`src/hdl/lls_pkg.sv`:
```
package lls_pkg;

    localparam int TABLE_ENTRIES = 64;
    localparam int KEY_BITS      = 32;
    localparam int IDX_W         = (TABLE_ENTRIES > 1) ? $clog2(TABLE_ENTRIES) : 1;

    typedef logic [KEY_BITS-1:0] t_key;
    typedef logic [IDX_W-1:0]    t_idx;
    typedef logic [7:0]          t_load;

    typedef enum logic [2:0] {
        OP_ADD      = 3'd0,
        OP_DELETE   = 3'd1,
        OP_SET      = 3'd2,
        OP_FIND     = 3'd3,
        OP_FIND_MIN = 3'd4
    } t_op;

    typedef enum logic [1:0] {
        ST_OK        = 2'd0,
        ST_NOT_FOUND = 2'd1,
        ST_FULL      = 2'd2,
        ST_PRESENT   = 2'd3
    } t_status;

    typedef struct packed {
        logic  act;
        t_key  key;
        logic  hit;
        t_idx  hit_idx;
        t_load hit_load;
        logic  free;
        t_idx  free_idx;
        logic  min_found;
        t_key  min_key;
        t_load min_load;
    } t_tok;

    typedef struct packed {
        logic  en;
        t_op   op;
        t_idx  idx;
        t_key  key;
        t_load load;
    } t_wr;

endpackage

```
`src/hdl/lls_cell.sv`:
```
module lls_cell (
    input  logic          i_clk,
    input  logic          i_rst_n,
    input  lls_pkg::t_idx i_index,
    input  lls_pkg::t_tok i_tok,
    input  lls_pkg::t_wr  i_wr,
    output lls_pkg::t_tok o_tok
);

    logic           r_valid;
    lls_pkg::t_key  r_key;
    lls_pkg::t_load r_load;
    lls_pkg::t_tok  r_tok;
    lls_pkg::t_tok  n_tok;
    logic           sel;

    assign sel = i_wr.en && (i_wr.idx == i_index);

    always_comb begin
        n_tok = i_tok;
        if (!i_tok.hit && r_valid && (r_key == i_tok.key)) begin
            n_tok.hit      = 1'b1;
            n_tok.hit_idx  = i_index;
            n_tok.hit_load = r_load;
        end
        if (!i_tok.free && !r_valid) begin
            n_tok.free     = 1'b1;
            n_tok.free_idx = i_index;
        end
        if (r_valid && (!i_tok.min_found || (r_load < i_tok.min_load) ||
                        ((r_load == i_tok.min_load) && (r_key < i_tok.min_key)))) begin
            n_tok.min_found = 1'b1;
            n_tok.min_key   = r_key;
            n_tok.min_load  = r_load;
        end
    end

    always_ff @(posedge i_clk) begin
        if (!i_rst_n) begin
            r_valid   <= 1'b0;
            r_tok.act <= 1'b0;
        end else begin
            r_tok <= n_tok;
            if (sel) begin
                case (i_wr.op)
                    lls_pkg::OP_ADD: begin
                        r_valid <= 1'b1;
                        r_key   <= i_wr.key;
                        r_load  <= '0;
                    end
                    lls_pkg::OP_DELETE: r_valid <= 1'b0;
                    lls_pkg::OP_SET:    r_load  <= i_wr.load;
                    default: ;
                endcase
            end
        end
    end

    assign o_tok = r_tok;

endmodule

```
`config.mk`:
```
export PLATFORM = sky130hd
export DESIGN_NAME = lls_cell
export DESIGN_NICKNAME = d
export VERILOG_FILES = /design/src/hdl/lls_pkg.sv /design/src/hdl/lls_cell.sv
export SDC_FILE = /design/constraint.sdc
export NUM_CORES = 1
export LEC_CHECK = 0
export BUFFER_PORTS_ARGS = -buffer_cell sky130_fd_sc_hd__buf_2
export CAP_MARGIN = 20
export CORE_MARGIN = 2
export CORE_UTILIZATION = 52
export CTS_CLUSTER_SIZE = 12
export DETAILED_ROUTE_END_ITERATION = 8
export GPL_TIMING_DRIVEN = 0
export PLACE_DENSITY = 0.82
export SETUP_SLACK_MARGIN = 0.2
export SLEW_MARGIN = 20
export SYNTH_ARGS = -nofsm -noshare
export SYNTH_HDL_FRONTEND = slang
export SYNTH_SLANG_ARGS = --single-unit
```
`constraint.sdc`:
```
create_clock -name i_clk -period 5.8 [get_ports i_clk]
set_input_delay 0.87 -clock i_clk [delete_from_list [all_inputs] [get_ports i_clk]]
set_output_delay 0.87 -clock i_clk [all_outputs]
set_load 0.02 [all_outputs]
```
* Yosys cells after proc, flatten, opt, wreduce, memory -nomap -nowiden
Cells that the tools add are included.
Word-level totals: flip-flop bits (word level) 137, input bits 154
Operators by class: order comparisons 2, eq/ne operators 5, multiplexer cells 5, reductions and logical operators 18
Operators with widths (number):
- $mux W40 | 1
- $eq A32 B32 Y1 | 1
- $lt A32 B32 Y1 | 1
- $pmux W8 S2 | 1
- $mux W14 | 1
- $eq A8 B8 Y1 | 1
- $lt A8 B8 Y1 | 1
- $eq A6 B6 Y1 | 1
- $logic_and A1 B1 Y1 | 6
- $mux W6 | 1
- $reduce_and A3 Y1 | 2
- $logic_not A1 Y1 | 4
- $reduce_bool A2 Y1 | 2
- $eq A3 B1 Y1 const B | 1
- $eq A3 B2 Y1 const B | 1
- $logic_not A3 Y1 | 1
- $logic_or A1 B1 Y1 | 2
- $pmux W1 S2 | 1
- $reduce_and A2 Y1 | 1

* Depth between registers and ports, before layout
Gate-level depths: netlist (run 1).
depth in word-level cells 5, gate-level depth with buffers 10, depth with buffers taken out 8

* Worst setup path before layout (run 1)
Ideal clock, no wire load.
kind input to register, start point input port i_index[1], end point register r_key[0] (enable), arrival time 3.289 ns, required time 5.375 ns, path slack 2.086 ns, stages 4, buffers on the path 0, path through xor2_1 nor4_1 and3_1 nor2b_1
Between the ends: word-level cells in the longest chain between the ends 3
Ends and longest elaborated chain:
- from (decl) | line lls_cell.sv:4 | input lls_pkg::t_idx i_index,
- $eq A6 B6 Y1 | line lls_cell.sv:17 | assign sel = i_wr.en && (i_wr.idx == i_index);
- $logic_and A1 B1 Y1 | line lls_cell.sv:17
- $reduce_and A3 Y1 (no line)
- to (signal assigned) | line lls_cell.sv:48 | r_key <= i_wr.key;
- to (decl) | line lls_cell.sv:11 | lls_pkg::t_key r_key;
Every way passes these cells. A chain may end at the register's enable or synchronous reset.

==> results.sh, run 1 <==
export IMPL_outcome="complete, no violations"
export IMPL_grtUsageMet1_pct=36.6
export IMPL_finalMaxSlewViolations=0
export IMPL_die_y_um=123
export IMPL_path_class="in -> reg"
export IMPL_crit_slowest_cell="a2111oi_0"
export IMPL_cts_max_level=4
export IMPL_dp_cells=1056
export IMPL_min_period_over_period_pct=56.9
export IMPL_fin_tns_setup_ps=0
export IMPL_syn_num_nets=818
export IMPL_net_switching_power_uw=620
export IMPL_syn_to_final_growth_pct=29.2
export IMPL_p_sw_share_pct=23.9
export IMPL_synthArstFlopShare_pct=0
export IMPL_clk_pin_slew_ps=60
export IMPL_fin_worst_skew_ps=6.95
export IMPL_worst_pin_slew_ps=698
export IMPL_cts_resized=0
export IMPL_endpoint_kind="flop"
export IMPL_grt_use_met2_pct=44.2
export IMPL_drc=0
export IMPL_ir_drop_v=0.000211
export IMPL_reg2reg_depth=7
export IMPL_routed_wl_um=21100
export IMPL_hpwl_um=15600
export IMPL_die_w_um=123
export IMPL_drtIter0Drc=711
export IMPL_ys_seq_area_share_pct=55.3
export IMPL_cts_tree="built"
export IMPL_clock_latency_ps=430
export IMPL_arrival_ps=3540
export IMPL_crit_fanout=10
export IMPL_cts_inserted_buffers=17
export IMPL_muxShareOfSynthArea_pct=1.83
export IMPL_post_cts_setup_buffers=0
export IMPL_cellPowerDensity_mw_per_mm2=271
export IMPL_internal_power_mw=1.97
export IMPL_vias=6273
export IMPL_cts_hold_buf=0
export IMPL_grtUsageMet3_pct=5.58
export IMPL_crit_chain="buf_2 -> inv_1 -> ha_1 -> a2111oi_0 -> o221ai_1 -> nor2_1 -> clkbuf_1 -> nand2_1 -> o211ai_1"
export IMPL_fmax_mhz=303
export IMPL_synth_compound_area_share_pct=13.3
export IMPL_grt_pass1_vias=5885
export IMPL_synth_warnings=0
export IMPL_grt_busiest_layer="met2"
export IMPL_coreArea_mm2=0.0139
export IMPL_port_buffers=249
export IMPL_root_buffer="clkbuf_16"
export IMPL_wl_per_cell_um=19.4
export IMPL_min_path_type="in -> reg"
export IMPL_via_per_inst=5.76
export IMPL_synth_area_mm2=0.00740
export IMPL_slowest_delay_ps=690
export IMPL_synth_distinct_cells=43
export IMPL_min_to="r_key[8]"
export IMPL_yosys_area_share_simple_pct=13.4
export IMPL_ys_flop_type="edfxtp_1"
export IMPL_relSlewSlack_pct=52.3
export IMPL_n_fill_cell=1070
export IMPL_rsz0062_at_grt="no"
export IMPL_hold_depth=1
export IMPL_first_pass_iters=5
export IMPL_yosys_register_bits=137
export IMPL_seq_power_share_pct=44.4
export IMPL_startpoint_type="input port"
export IMPL_ant_nets=0
export IMPL_nNetsFinal=1088
export IMPL_gr_usage_all_layers_pct=27.8
export IMPL_min_period_ps=3300
export IMPL_holdCritStartpoint="i_wr[16]"
export IMPL_pwr_share_comb_pct=11.2
export IMPL_grt_max_degree=75
export IMPL_power_mw=2.59
export IMPL_synth_adder_area_share_pct=6.60
export IMPL_p_leak_nw=3.98
export IMPL_synth_top_family_by_area="simple AND/OR/NAND/NOR gates"
export IMPL_reg2reg_slack_ps=2590
export IMPL_fp_row_count=43
export IMPL_place_congestion=0.889
export IMPL_drive_above_1_share_pct=35.5
export IMPL_critPathRequiredTime_ps=6040
export IMPL_grt_pass1_wl_um=31200
export IMPL_pin_count=250
export IMPL_numClockSinks=137
export IMPL_syn_area_per_cell_um2=11.8
export IMPL_layout_common_cells="buf_2, edfxtp_1, nand2_1"
export IMPL_final_common_cell="buf_2"
export IMPL_synth_xor_area_share_pct=4.50
export IMPL_postSynthCellCount=625
export IMPL_r2r_start="r_key[31]"
export IMPL_clkPwrFrac_pct=44.4
export IMPL_r2r_end="o_tok[3]"
export IMPL_start_util_pct=53.3
export IMPL_hold_violations=0
export IMPL_setup_viol=0
export IMPL_die_area_mm2=0.0152
export IMPL_cts_buffer_depth=2
export IMPL_antenna_found_initial=3
export IMPL_instances_no_fill=1090
export IMPL_overflow=0
export IMPL_cap_violations=0
export IMPL_synth_edf_count=135
==> critical path: cells and delay by family <==
family / cells / cell delay, ps
AO/OA/AOI/OAI: 3 / 1220
adder cells (fa/ha/maj): 1 / 350
buffers and inverters: 3 / 610
AND/OR/NAND/NOR: 2 / 490
==> worst max-delay path by stage <==
stage,from,endpoint,slack (ps),cells after the start
after floorplan,i_index[1],r_key[0],2090,4
after global placement,i_rst_n,r_key[6],-370,3
after detailed placement,i_tok[39],o_tok[3],2170,9
after CTS,i_tok[39],o_tok[6],2580,9
after global routing,i_tok[39],o_tok[25],2380,9
final,i_tok[39],o_tok[3],2500,9
==> power groups by stage <==
stage	Sequential [mW]	Combinational [mW]	Clock, mW
2_1_floorplan	1.24	0.0781	0
3_3_place_gp	1.17	0.279	0
3_5_place_dp	1.17	0.288	0
4_1_cts	1.15	0.290	1.16
5_1_grt	1.16	0.314	1.20
6_report	1.15	0.290	1.15
==> metal layers <==
layer | routed length [µm] | vias up
met4 | 516 | 2
met2 | 10500 | 313
li1 | - | 2935
met3 | 1550 | 41
met5 | 7 | -
met1 | 8520 | 2982
==> registers in the layout, summed over array words and instances, names as in the netlist <==
name,flops
r_valid,1
r_load,8
r_key,32
o_tok,96
==> area by class of cell <==
class,count,area (µm²),area share (%)
inverter,48,180,1.88
clock buffer,17,425,4.45
multi-input combinational,399,2940,30.7
timing repair buffer,251,1300,13.6
tap,180,225,2.36
buffer,41,195,2.04
clock inverter,15,198,2.07
sequential,137,4090,42.8
antenna,2,5.00,0.0524
==> through the flow <==
step,setup slack [ps],instance area [µm²],utilization (%),hold slack (ps)
after floorplan,2090,7400,-,499
after global placement,-374,8870,63.9,576
after detailed placement,2170,8930,64.3,608
after CTS,2580,9550,68.8,604
after global routing,2380,9560,68.9,607
final,2500,9560,68.9,611
==> kinds of logic after synthesis <==
logic type	count (synthesis)
xor+xnor	38
compound gates	122
fa+ha+maj	39
flops	137
mux	12
simple gates	188
buf+inv	89
==> cells in the mapped netlist, types with 6 or more instances <==
cell,n,area (µm²)
xnor2_1,30,263
nor3b_1,33,248
o21ai_0,11,55.1
a41oi_1,40,350
o211ai_2,10,125
nor2_1,7,26.3
nor3_1,9,45.0
a21oi_1,15,75.1
edfxtp_1,135,4050
mux2_2,12,135
xor2_1,8,70.1
buf_2,6,30.0
o211ai_1,31,233
nand4_1,14,87.6
nand2_1,59,221
inv_1,48,180
ha_1,39,488
nand3_1,42,210
buf_4,8,60.1
clkbuf_1,26,97.6
and3_1,9,56.3
(Power assumes the default switching activity.)
==> run 2: changes to the inputs <==
CORE_UTILIZATION = 46   (was 52)
PLACE_DENSITY = 0.77   (was 0.82)
clock period = 2.78 ns   (was 5.8 ns; I/O delays follow)
==> results.sh, run 2 (synthesized netlist as in run 1, its figures left out) <==
export IMPL_start_util_pct=46.7
export IMPL_cts_tree="built"
export IMPL_crit_end="o_tok[10]"
export IMPL_root_buffer="clkbuf_16"
export IMPL_crit_fanout=10
export IMPL_ir_drop_v=0.000418
export IMPL_cellPowerDensity_mw_per_mm2=536
export IMPL_grt_pass1_vias=5797
export IMPL_reg2reg_depth=9
export IMPL_outcome="complete, no violations"
export IMPL_min_path_type="in -> reg"
export IMPL_finalMaxSlewViolations=0
export IMPL_die_y_um=131
export IMPL_antenna_found_initial=4
export IMPL_cts_buffer_depth=2
export IMPL_fmax_mhz=392
export IMPL_worst_pin_slew_ps=628
export IMPL_reg2reg_slack_ps=230
export IMPL_syn_to_final_growth_pct=38.3
export IMPL_gr_usage_all_layers_pct=25.0
export IMPL_drtIter0Drc=531
export IMPL_min_period_ps=2550
export IMPL_clock_latency_ps=420
export IMPL_hold_violations=0
export IMPL_grt_max_degree=53
export IMPL_nNetsFinal=1112
export IMPL_fp_row_count=46
export IMPL_grt_pass1_wl_um=32000
export IMPL_fin_worst_skew_ps=9.40
export IMPL_pin_count=250
export IMPL_place_ws_ps=-430
export IMPL_critPathLaunch="r_load[3]"
export IMPL_die_area_mm2=0.0171
export IMPL_die_w_um=131
export IMPL_via_per_inst=5.50
export IMPL_critPathRequiredTime_ps=2940
export IMPL_startpoint_type="flop"
export IMPL_cap_violations=0
export IMPL_endpoint_kind="flop"
export IMPL_layout_common_cells="buf_2, edfxtp_1, nand2_1"
export IMPL_vias=6339
export IMPL_arrival_ps=2710
export IMPL_numClockSinks=137
export IMPL_place_congestion=0.876
export IMPL_coreArea_mm2=0.0158
export IMPL_hpwl_um=15200
export IMPL_final_common_cell="buf_2"
export IMPL_r2r_end="o_tok[10]"
export IMPL_routed_wl_um=22300
export IMPL_p_leak_nw=4.25
export IMPL_wl_per_cell_um=19.4
export IMPL_r2r_start="r_load[3]"
export IMPL_overflow=0
export IMPL_relSlewSlack_pct=57.7
export IMPL_cts_inserted_buffers=17
export IMPL_ant_nets=0
export IMPL_clk_pin_slew_ps=60
export IMPL_power_mw=5.48
export IMPL_rsz0062_at_grt="yes"
export IMPL_drive_above_1_share_pct=42.5
export IMPL_path_class="reg -> reg"
export IMPL_setup_viol=0
export IMPL_setup_ws_ps=232
export IMPL_drc=0
export IMPL_first_pass_iters=5
export IMPL_port_buffers=249
export IMPL_min_period_over_period_pct=91.7
export IMPL_largest_reg_flops=96
export IMPL_cts_max_level=4
[run 2: critical path, stage by stage, from the launching register on]
cell      delay (ps)
edfxtp_1         440
ha_4             250
a211o_1          310
a211oi_2         210
a21oi_2          120
or2_1            240
buf_4            170
buf_4            180
a41oi_1          220
o211ai_1         130
[run 2: worst min-delay path by stage]
stage,startpoint,end,depth (start not counted)
global placement,r_valid,o_tok[47],1
floorplan,r_valid,o_tok[47],1
CTS,i_wr[25],r_key[17],1
global route,i_wr[23],r_key[15],1
detailed placement,r_valid,o_tok[47],1
finish,i_wr[22],r_key[14],1
[run 2: cell type report]
| type | instances | area, µm² |
|---|---|---|
| Timing Repair Buffer | 275 | 1530 |
| Multi-Input combinational cell | 400 | 3200 |
| Clock inverter | 15 | 206 |
| Clock buffer | 17 | 425 |
| Fill cell | 1225 | 5600 |
| Sequential cell | 137 | 4090 |
| Tap cell | 216 | 270 |
| Inverter | 48 | 180 |
| Antenna cell | 5 | 12.5 |
| Buffer | 40 | 320 |
[run 2: per-stage QoR]
stage	TNS [ps]	util [%]	std cells	area [µm²]	hold slack, ps
after floorplan	0	-	625	7410	499
after global placement	-54500	56.4	1090	8920	574
after detailed placement	-26540	56.6	1091	8960	580
after CTS	0	62.2	1132	9840	150
after global routing	0	64.6	1151	10200	149
final	0	64.6	1153	10200	164
[run 2: repair_timing]
item,in CTS,in global routing
gates cloned,1,2
setup endpoints to repair,83,78
gates resized for setup,46,53
hold buffers,0,0
pin swaps,5,25
setup buffers,9,14
[run 2: per-layer routing]
metal	part of all wire [%]	GRT usage, %	vias to the layer above
li1	-	-	2991
met1	41	33.4	3007
met2	50	40.0	296
met3	6.6	5.46	45
met4	2.6	10.2	0
met5	0	0	-
[run 2: report_power, final]
part	switching (mW)	leakage (nW)	internal (mW)
sequential	0.0217	1.29	2.38
clock	0.870	0.307	1.58
combinational	0.385	2.65	0.249
